===== config.mk =====
export PLATFORM = sky130hd
export DESIGN_NAME = keypad_scan_led_multiplexer_flat
export DESIGN_NICKNAME = d
export VERILOG_FILES = /design/src/design/kslm_pkg.sv /design/src/design/kslm_if.sv /design/src/design/kslm_keys.sv /design/src/design/keypad_scan_led_multiplexer.sv /design/src/flat_wrapper.sv
export SDC_FILE = /design/constraint.sdc
export NUM_CORES = 1
export LEC_CHECK = 0
export BUFFER_PORTS_ARGS = -buffer_cell sky130_fd_sc_hd__clkbuf_2
export CAP_MARGIN = 25
export CORE_MARGIN = 2
export CORE_UTILIZATION = 54
export CTS_CLUSTER_DIAMETER = 60
export DETAILED_ROUTE_END_ITERATION = 8
export PLACE_DENSITY = 0.76
export SYNTH_ARGS = -nofsm -noshare
export SYNTH_HDL_FRONTEND = slang
export SYNTH_HIERARCHICAL = 1
export SYNTH_SLANG_ARGS = --single-unit

===== constraint.sdc =====
create_clock -name clk_i -period 2 [get_ports clk_i]
set_input_delay 0.4 -clock clk_i [delete_from_list [all_inputs] [get_ports clk_i]]
set_output_delay 0.4 -clock clk_i [all_outputs]
set_load 0.1 [all_outputs]

===== src/design/kslm_pkg.sv =====
// ----------------------------------------------------------------------------
// kslm_pkg
// Shared types, codes and constants of the keypad scanner / LED multiplexer.
// ----------------------------------------------------------------------------
`default_nettype none

package kslm_pkg;

  // Sizing
  localparam int unsigned MAX_FRAMES  = 8;    // animation frames in use, 1..8
  localparam int unsigned ANIM_PERIOD = 64;   // ticks per animation step, 4..256
  localparam int unsigned PHASE_W     = $clog2(ANIM_PERIOD);

  localparam int unsigned NUM_KEYS    = 16;
  localparam int unsigned NUM_ROWS    = 4;
  localparam int unsigned NUM_COLS    = 4;
  localparam int unsigned FRAME_SLOTS = 8;    // frame storage fixed by the registers
  localparam int unsigned FIDX_W      = 3;

  // Field widths
  localparam int unsigned CMD_W   = 2;
  localparam int unsigned SENSE_W = NUM_COLS;
  localparam int unsigned LED_W   = 16;
  localparam int unsigned ROW_W   = 2;
  localparam int unsigned CODE_W  = 5;
  localparam int unsigned LEN_W   = 4;
  localparam int unsigned CFG_IDX_W  = 3;
  localparam int unsigned CFG_DATA_W = 32;

  // Commands
  localparam logic [CMD_W-1:0] CMD_TICK  = 2'd0;
  localparam logic [CMD_W-1:0] CMD_READ  = 2'd1;
  localparam logic [CMD_W-1:0] CMD_FLASH = 2'd2;

  // Register indexes
  localparam logic [CFG_IDX_W-1:0] REG_LED_STATIC  = 3'd0;
  localparam logic [CFG_IDX_W-1:0] REG_ANIM_LENGTH = 3'd1;
  localparam logic [CFG_IDX_W-1:0] REG_FRAMES_01   = 3'd2;
  localparam logic [CFG_IDX_W-1:0] REG_FRAMES_23   = 3'd3;
  localparam logic [CFG_IDX_W-1:0] REG_FRAMES_45   = 3'd4;
  localparam logic [CFG_IDX_W-1:0] REG_FRAMES_67   = 3'd5;

  localparam logic [CODE_W-1:0]  NO_KEY     = 5'd16;
  localparam logic [LEN_W-1:0]   LEN_MAX    = LEN_W'(MAX_FRAMES);
  localparam logic [PHASE_W-1:0] PHASE_LAST = PHASE_W'(ANIM_PERIOD - 1);

  // Request from the top level to the key tracker
  typedef struct packed {
    logic               tick;
    logic               read;
    logic [ROW_W-1:0]   row;
    logic [SENSE_W-1:0] sense;
  } key_req_t;

  // Key tracker response for the current transaction
  typedef struct packed {
    logic [NUM_KEYS-1:0] key_state;
    logic [CODE_W-1:0]   key_code;
  } key_rsp_t;

endpackage

`default_nettype wire


===== src/design/kslm_if.sv =====
// ----------------------------------------------------------------------------
// kslm_if
// Valid/ready channel interfaces for commands in and scan results out.
// ----------------------------------------------------------------------------
`default_nettype none

interface kslm_in_if;
  import kslm_pkg::*;

  logic               valid;
  logic               ready;
  logic [CMD_W-1:0]   command;
  logic [SENSE_W-1:0] key_sense;
  logic [LED_W-1:0]   flash_mask;

  modport source (output valid, output command, output key_sense, output flash_mask,
                  input ready);
  modport sink   (input valid, input command, input key_sense, input flash_mask,
                  output ready);
endinterface

interface kslm_out_if;
  import kslm_pkg::*;

  logic                valid;
  logic                ready;
  logic [ROW_W-1:0]    row_index;
  logic [SENSE_W-1:0]  led_drive;
  logic [CODE_W-1:0]   key_code;
  logic [NUM_KEYS-1:0] key_state;

  modport source (output valid, output row_index, output led_drive, output key_code,
                  output key_state, input ready);
  modport sink   (input valid, input row_index, input led_drive, input key_code,
                  input key_state, output ready);
endinterface

`default_nettype wire


===== src/design/kslm_keys.sv =====
// ----------------------------------------------------------------------------
// kslm_keys
// Debounce, press detection and trigger latch for the 4x4 key matrix.
// ----------------------------------------------------------------------------
`default_nettype none

module kslm_keys (
  input  logic              clk_i,
  input  logic              rst_ni,
  input  kslm_pkg::key_req_t req_i,
  output kslm_pkg::key_rsp_t rsp_o
);
  import kslm_pkg::*;

  logic [NUM_KEYS-1:0] deb_q, deb_d;
  logic [NUM_KEYS-1:0] prev_q, prev_d;
  logic [NUM_KEYS-1:0] trig_q, trig_d;
  logic [SENSE_W-1:0]  keys_row;
  logic [CODE_W-1:0]   code;
  logic                found;

  // lowest pending trigger
  always_comb begin
    code  = NO_KEY;
    found = 1'b0;
    for (int i = NUM_KEYS - 1; i >= 0; i--) begin
      if (trig_q[i]) begin
        code  = CODE_W'(i);
        found = 1'b1;
      end
    end
  end

  always_comb begin
    keys_row = ~req_i.sense;
    deb_d    = deb_q;
    prev_d   = prev_q;
    trig_d   = trig_q;
    if (req_i.tick) begin
      // pressed only if the previous scan of this row saw it down too
      deb_d[{req_i.row, 2'b00} +: SENSE_W]  = prev_q[{req_i.row, 2'b00} +: SENSE_W] & keys_row;
      prev_d[{req_i.row, 2'b00} +: SENSE_W] = keys_row;
      trig_d = trig_q | (~deb_q & deb_d);
    end else if (req_i.read && found) begin
      trig_d[code[3:0]] = 1'b0;
    end
  end

  always_ff @(posedge clk_i or negedge rst_ni) begin
    if (!rst_ni) begin
      deb_q  <= '0;
      prev_q <= '0;
      trig_q <= '0;
    end else begin
      deb_q  <= deb_d;
      prev_q <= prev_d;
      trig_q <= trig_d;
    end
  end

  assign rsp_o.key_state = deb_d;
  assign rsp_o.key_code  = req_i.read ? code : NO_KEY;

endmodule

`default_nettype wire


===== src/design/keypad_scan_led_multiplexer.sv =====
// ----------------------------------------------------------------------------
// keypad_scan_led_multiplexer
// 4x4 key matrix scanner with debounce and trigger latch, plus a 16-LED
// multiplexer with a periodic flash / static / animation pattern update.
// ----------------------------------------------------------------------------
//  channel   dir   handshake          payload
//  in_if     in    valid/ready        command, key_sense, flash_mask
//  out_if    out   valid/ready        row_index, led_drive, key_code, key_state
//  cfg       in    cfg_we_i only      cfg_index_i, cfg_data_i
//
//  One transaction per clock; its result sits in the output register in the
//  cycle after acceptance. in_if.ready is high while the output register is
//  empty or being drained, so a stalled sink holds back exactly one result.
//  Reset (rst_ni, async, active low) clears all but the output payload regs.
//  Every ANIM_PERIOD scan ticks the LED pattern is rebuilt on the wrapping tick.
// ----------------------------------------------------------------------------
`default_nettype none

module keypad_scan_led_multiplexer (
  input  logic                                  clk_i,
  input  logic                                  rst_ni,
  input  logic                                  cfg_we_i,
  input  logic [kslm_pkg::CFG_IDX_W-1:0]        cfg_index_i,
  input  logic [kslm_pkg::CFG_DATA_W-1:0]       cfg_data_i,
  kslm_in_if.sink                               in_if,
  kslm_out_if.source                            out_if
);
  import kslm_pkg::*;

  // Configuration registers
  logic [LED_W-1:0]                   led_static_q;
  logic [LEN_W-1:0]                   anim_length_q;
  logic [FRAME_SLOTS-1:0][LED_W-1:0]  frames_q;

  // LED / scan state
  logic [LED_W-1:0]   led_pattern_q, led_pattern_d;
  logic [LED_W-1:0]   pending_q, pending_d;
  logic [PHASE_W-1:0] phase_q, phase_d;
  logic [FIDX_W-1:0]  fidx_q, fidx_d;

  // Output register
  logic                out_valid_q;
  logic [ROW_W-1:0]    row_q, row_d;
  logic [SENSE_W-1:0]  drive_q, drive_d;
  logic [CODE_W-1:0]   code_q;
  logic [NUM_KEYS-1:0] state_q;

  logic       accept;
  logic       is_tick;
  logic       wrap;
  logic [LEN_W-1:0] len_eff;
  logic [LEN_W-1:0] idx_inc;
  logic [LED_W-1:0] frame;
  key_req_t   key_req;
  key_rsp_t   key_rsp;

  assign in_if.ready = !out_valid_q || out_if.ready;
  assign accept      = in_if.valid && in_if.ready;
  assign is_tick     = in_if.command == CMD_TICK;
  assign wrap        = phase_q == PHASE_LAST;

  // Key tracker sees only accepted transactions
  assign key_req.tick  = accept && is_tick;
  assign key_req.read  = accept && (in_if.command == CMD_READ);
  assign key_req.row   = phase_q[ROW_W-1:0];
  assign key_req.sense = in_if.key_sense;

  kslm_keys u_keys (
    .clk_i  (clk_i),
    .rst_ni (rst_ni),
    .req_i  (key_req),
    .rsp_o  (key_rsp)
  );

  // Animation step: lengths above MAX_FRAMES clamp; a stale index is used
  // once and then returns to frame 0.
  always_comb begin
    len_eff = (anim_length_q > LEN_MAX) ? LEN_MAX : anim_length_q;
    idx_inc = {1'b0, fidx_q} + LEN_W'(1);
    frame   = (len_eff != '0) ? frames_q[fidx_q] : '0;
  end

  always_comb begin
    led_pattern_d = led_pattern_q;
    pending_d     = pending_q;
    phase_d       = phase_q;
    fidx_d        = fidx_q;
    row_d         = '0;
    drive_d       = '1;
    if (accept && is_tick) begin
      row_d   = phase_q[ROW_W-1:0];
      drive_d = ~led_pattern_q[{phase_q[ROW_W-1:0], 2'b00} +: SENSE_W];
      phase_d = wrap ? '0 : phase_q + PHASE_W'(1);
      if (wrap) begin
        led_pattern_d = pending_q ^ (led_static_q | frame);
        pending_d     = '0;
        if (len_eff != '0) begin
          fidx_d = (idx_inc >= len_eff) ? '0 : idx_inc[FIDX_W-1:0];
        end
      end
    end else if (accept && (in_if.command == CMD_FLASH)) begin
      pending_d = in_if.flash_mask;
    end
    // a new animation length restarts at frame 0
    if (cfg_we_i && (cfg_index_i == REG_ANIM_LENGTH)) begin
      fidx_d = '0;
    end
  end

  // State and configuration
  always_ff @(posedge clk_i or negedge rst_ni) begin
    if (!rst_ni) begin
      led_static_q  <= '0;
      anim_length_q <= '0;
      frames_q      <= '0;
      led_pattern_q <= '0;
      pending_q     <= '0;
      phase_q       <= '0;
      fidx_q        <= '0;
    end else begin
      led_pattern_q <= led_pattern_d;
      pending_q     <= pending_d;
      phase_q       <= phase_d;
      fidx_q        <= fidx_d;
      if (cfg_we_i) begin
        case (cfg_index_i)
          REG_LED_STATIC:  led_static_q <= cfg_data_i[LED_W-1:0];
          REG_ANIM_LENGTH: anim_length_q <= cfg_data_i[LEN_W-1:0];
          REG_FRAMES_01:   frames_q[1:0] <= cfg_data_i;
          REG_FRAMES_23:   frames_q[3:2] <= cfg_data_i;
          REG_FRAMES_45:   frames_q[5:4] <= cfg_data_i;
          REG_FRAMES_67:   frames_q[7:6] <= cfg_data_i;
          default: ;
        endcase
      end
    end
  end

  // Output register: valid has reset, payload loads on accept
  always_ff @(posedge clk_i or negedge rst_ni) begin
    if (!rst_ni) begin
      out_valid_q <= 1'b0;
    end else if (accept) begin
      out_valid_q <= 1'b1;
    end else if (out_if.ready) begin
      out_valid_q <= 1'b0;
    end
  end

  always_ff @(posedge clk_i) begin
    if (accept) begin
      row_q   <= row_d;
      drive_q <= drive_d;
      code_q  <= key_rsp.key_code;
      state_q <= key_rsp.key_state;
    end
  end

  assign out_if.valid     = out_valid_q;
  assign out_if.row_index = row_q;
  assign out_if.led_drive = drive_q;
  assign out_if.key_code  = code_q;
  assign out_if.key_state = state_q;

`ifndef SYNTHESIS
  // every accepted transaction leaves a result behind
  a_accept_result: assert property (@(posedge clk_i) disable iff (!rst_ni)
    accept |=> out_valid_q)
    else $error("accepted transaction produced no result");

  // non-tick results keep the LEDs dark on row 0
  a_non_tick_dark: assert property (@(posedge clk_i) disable iff (!rst_ni)
    (accept && !is_tick) |=> (row_q == '0 && drive_q == '1))
    else $error("non-tick result drives LEDs");

  // the wrapping tick restarts the phase and consumes the flash mask
  a_wrap_step: assert property (@(posedge clk_i) disable iff (!rst_ni)
    (accept && is_tick && wrap && !cfg_we_i) |=> (phase_q == '0 && pending_q == '0))
    else $error("animation step did not wrap phase or clear flash");
`endif

endmodule

`default_nettype wire

===== src/flat_wrapper.sv =====
// flat-port wrapper written by rule: the top's interface ports become plain ports
module keypad_scan_led_multiplexer_flat import kslm_pkg::*;
  (clk_i, rst_ni, cfg_we_i, cfg_index_i, cfg_data_i, in_if_valid, in_if_command, in_if_key_sense, in_if_flash_mask, in_if_ready, out_if_valid, out_if_row_index, out_if_led_drive, out_if_key_code, out_if_key_state, out_if_ready);
  kslm_in_if in_if_i ();
  kslm_out_if out_if_i ();
  input  logic clk_i;
  input  logic rst_ni;
  input  logic cfg_we_i;
  input  logic [kslm_pkg::CFG_IDX_W-1:0] cfg_index_i;
  input  logic [kslm_pkg::CFG_DATA_W-1:0] cfg_data_i;
  input wire logic [$bits(in_if_i.valid)-1:0] in_if_valid;
  input wire logic [$bits(in_if_i.command)-1:0] in_if_command;
  input wire logic [$bits(in_if_i.key_sense)-1:0] in_if_key_sense;
  input wire logic [$bits(in_if_i.flash_mask)-1:0] in_if_flash_mask;
  output wire logic [$bits(in_if_i.ready)-1:0] in_if_ready;
  output wire logic [$bits(out_if_i.valid)-1:0] out_if_valid;
  output wire logic [$bits(out_if_i.row_index)-1:0] out_if_row_index;
  output wire logic [$bits(out_if_i.led_drive)-1:0] out_if_led_drive;
  output wire logic [$bits(out_if_i.key_code)-1:0] out_if_key_code;
  output wire logic [$bits(out_if_i.key_state)-1:0] out_if_key_state;
  input wire logic [$bits(out_if_i.ready)-1:0] out_if_ready;
  assign in_if_i.valid = in_if_valid;
  assign in_if_i.command = in_if_command;
  assign in_if_i.key_sense = in_if_key_sense;
  assign in_if_i.flash_mask = in_if_flash_mask;
  assign in_if_ready = in_if_i.ready;
  assign out_if_valid = out_if_i.valid;
  assign out_if_row_index = out_if_i.row_index;
  assign out_if_led_drive = out_if_i.led_drive;
  assign out_if_key_code = out_if_i.key_code;
  assign out_if_key_state = out_if_i.key_state;
  assign out_if_i.ready = out_if_ready;
  keypad_scan_led_multiplexer u_core (.clk_i(clk_i), .rst_ni(rst_ni), .cfg_we_i(cfg_we_i), .cfg_index_i(cfg_index_i), .cfg_data_i(cfg_data_i), .in_if(in_if_i), .out_if(out_if_i));
endmodule

==> impl_metrics.json <==
{
  "fin_ws_ns": -0.08488,
  "drc": 0,
  "post-route-period-util_pct": 104.2,
  "dp_hpwl_mm": 17.55,
  "fin_crit_ns": 2.085,
  "cts_buffer_depth": 3,
  "p_leak_nw": 6.199,
  "ir_drop_mv": 0.8783,
  "cts_root_buf": "clkbuf_16",
  "gp_congestion": 0.9178,
  "worstSetupPathType": "register to register",
  "netlist_area_um2": 11690,
  "status": "complete, but fails checks",
  "grt_start_max_net_pins": 60,
  "violations": "negative setup slack",
  "syn_inst": 831,
  "cp_slowest_cell": "a2111o_1",
  "synth_compound_area_share_pct": 7.533,
  "grt_usage_pct": 24.50,
  "dpl_cell_area_um2": 12990,
  "h-tree-depth": 1,
  "yosys.area_share.simple_pct": 5.918,
  "drive_gt1_share_pct": 32.00,
  "fin_area_um2": 14200,
  "yosysSeqAreaShare_pct": 57.87,
  "cp_top_family": "compound AO/OA/AOI/OAI gates",
  "ys_ff_latch": 265,
  "p_per_area_nw_per_um2": 1049,
  "max-cap-violations": 0,
  "wl_per_cell_um": 21.36,
  "viasPerCell": 5.936,
  "grt_overflow": 0,
  "dpl.cell_count": 1217,
  "wirelength_mm": 27.23,
  "core_um2": 21150,
  "worst_path_largest_cell_delay_ns": 0.45,
  "path_buf_inv": 0,
  "cts_tree": "built",
  "finalSetupViolCount": 14,
  "grt_pass1_wl_mm": 43.10,
  "synth_fa_ha_area_share_pct": 1.177,
  "drtPass1Iterations": 5,
  "drt_iter0_drc": 545,
  "synthMuxAreaShare_pct": 23.81,
  "dieArea_um2": 22850,
  "place_ws_ns": -0.05687,
  "worstSetupStartpointType": "register",
  "final_cell_mix": "dfrtp_1, mux2_1, clkbuf_2",
  "syn_area_per_cell_um2": 14.07,
  "cts_buffers": 29,
  "crit_chain": "nand2b_1, a221o_1, a2111o_1, a21o_4, o31ai_2, o31ai_1",
  "hold_viol": 0,
  "clock-skew-final_ns": 0.01412,
  "grt_pass1_vias": 7966,
  "final_cells": 1275,
  "worstPathRequired_ns": 2.42,
  "die_width_um": 151.2,
  "timing.fmax_mhz": 479.6,
  "antenna_found_initial": 0,
  "cp_max_fo": 8,
  "synth_nets": 904,
  "slew-limit-headroom_pct": 51.08,
  "numClockSinks": 265,
  "fp.dieH_um": 151.2,
  "antenna_left": 0,
  "fill_cells": 1444,
  "final_common_cell": "dfrtp_1",
  "hold_path.class": "input pin to register",
  "clkTransAtPathRegs_ns": 0.06,
  "clock_latency_ns": 0.54,
  "tightest_slew_ns": 0.7271,
  "area_growth_pct": 21.49,
  "synth_top_family_by_area": "multiplexers",
  "synth-xor-area-share_pct": 1.423,
  "vias": 7569,
  "rows": 53,
  "rsz0062_at_grt": "yes",
  "num_antenna_cells": 0,
  "synth.distinct_cells": 50,
  "nNetsFinal": 1054,
  "io_buffers": 90,
  "initial_utilization_pct": 55.27,
  "ios": 91,
  "end_kind": "register",
  "yosys_warnings": 6,
  "cp.arrival_ns": 2.51,
  "slew_violations": 0
}
==> sequential cells by signal, summed over array words and instances (netlist names) <==
signal / flops
u_core/frames_q: 128
u_core/led_pattern_q: 16
u_core/led_static_q: 16
u_core/out_if.key_state: 16
u_core/pending_q: 16
u_core/u_keys/deb_q: 16
u_core/u_keys/prev_q: 16
u_core/u_keys/trig_q: 16
u_core/phase_q: 6
u_core/out_if.key_code: 5
u_core/anim_length_q: 4
u_core/out_if.led_drive: 4
u_core/fidx_q: 3
u_core/out_if.row_index: 2
u_core/out_if.valid: 1
==> per-stage QoR <==
step	power, mW	utilization [%]	setup TNS [ns]	hold slack, ns
after floorplan	8.648	-	-16.20	0.1044
after global placement	9.427	61.42	-0.01342	0.3809
after detailed placement	9.566	61.42	-0.1001	0.3785
after CTS	14.83	66.42	-0.4847	0.06093
after global routing	15.56	67.15	-2.098	0.06128
final	14.89	67.15	-0.5728	0.07888
==> path summary, 6_finish.rpt <==
kind,startpoint,endpoint,slack (ns),depth (start not counted)
worst max register to register,u_core/u_keys/trig_q[14]$_DFFE_PN0P_,u_core/u_keys/trig_q[13]$_DFFE_PN0P_,-0.08,6
worst min register to register,u_core/u_keys/deb_q[15]$_DFF_PN0_,u_core/u_keys/trig_q[15]$_DFFE_PN0P_,0.45,1
max in group asynchronous,rst_ni,u_core/frames_q[118]$_DFFE_PN0P_,0.96,3
worst min-delay path,in_if_flash_mask[0],u_core/pending_q[0]$_DFFE_PN0P_,0.08,2
min in group asynchronous,rst_ni,u_core/u_keys/deb_q[10]$_DFF_PN0_,0.38,2
worst max-delay path,u_core/u_keys/trig_q[14]$_DFFE_PN0P_,u_core/u_keys/trig_q[13]$_DFFE_PN0P_,-0.08,6
==> cells by family (layout without fill, tap and decap cells) <==
kind of cell | Yosys count | after routing
mux | 204 | 204
fa+ha+maj | 11 | 11
flops | 265 | 265
compound gates | 130 | 130
buf+inv | 53 | 222
simple gates | 149 | 149
xor+xnor | 19 | 19
==> report_power, final <==
group	switching (mW)	leakage [nW]	internal, mW
logic	1.50	2.51	1.38
registers	0.558	3.24	6.33
clock network	2.08	0.455	3.04
total	4.14	6.20	10.8
==> metal layers <==
metal | share of wire (%) | track usage [%] | up-vias
met5 | 0 | 0 | -
met4 | 2.5 | 7.757 | 0
met3 | 4.7 | 3.855 | 49
met2 | 51 | 41.07 | 231
met1 | 42 | 33.25 | 3921
li1 | - | - | 3368
==> Yosys cell counts, drive strengths merged <==
cell type	count	area, um^2
xor2	17	148.9
clkbuf	21	78.83
o31a	1	8.760
nand2	79	296.5
and3	3	18.77
a31oi	1	6.260
or4	3	22.52
a2111o	1	11.26
edfxtp	27	810.8
buf	20	141.4
nor2	14	52.55
nand3	10	50.05
nor4	4	25.02
o211a	1	10.01
a311oi	1	8.760
a221o	1	10.01
and2	2	12.51
inv	12	45.04
o32a	1	10.01
a21oi	23	175.2
ha	11	137.6
xnor2	2	17.52
nor2b	5	31.28
o21ai	58	290.3
o31ai	21	162.6
a21o	3	30.02
o32ai	2	17.52
or2	2	12.52
nand2b	10	62.56
mux2i	1	10.01
nand4	6	37.54
nor3b	1	12.51
a22o	16	140.1
dfrtp	238	5956
nor3	8	40.04
nand4b	2	17.52
mux2	163	1854
mux4	40	919.6
==> repair_timing <==
| action | in CTS | in global routing |
|---|---|---|
| endpoints found under the hold margin | 52 | 0 |
| pin swaps | 12 | 25 |
| resized for setup | 18 | 32 |
| buffers inserted | 2 | 5 |
| setup endpoints to repair | 12 | 50 |
| cloned | 1 | 0 |
| hold buffers | 1 | 0 |
==> final cells by class <==
cell class | count | area, um^2 | area share [%]
Sequential cell | 265 | 6773 | 47.68
Multi-Input combinational cell | 513 | 4933 | 34.73
Timing Repair Buffer | 160 | 1184 | 8.333
Clock buffer | 43 | 848.3 | 5.972
Tap cell | 275 | 344.1 | 2.422
Clock inverter | 7 | 71.32 | 0.5021
Inverter | 12 | 51.30 | 0.3611
Power figures use the tool's default switching activity.
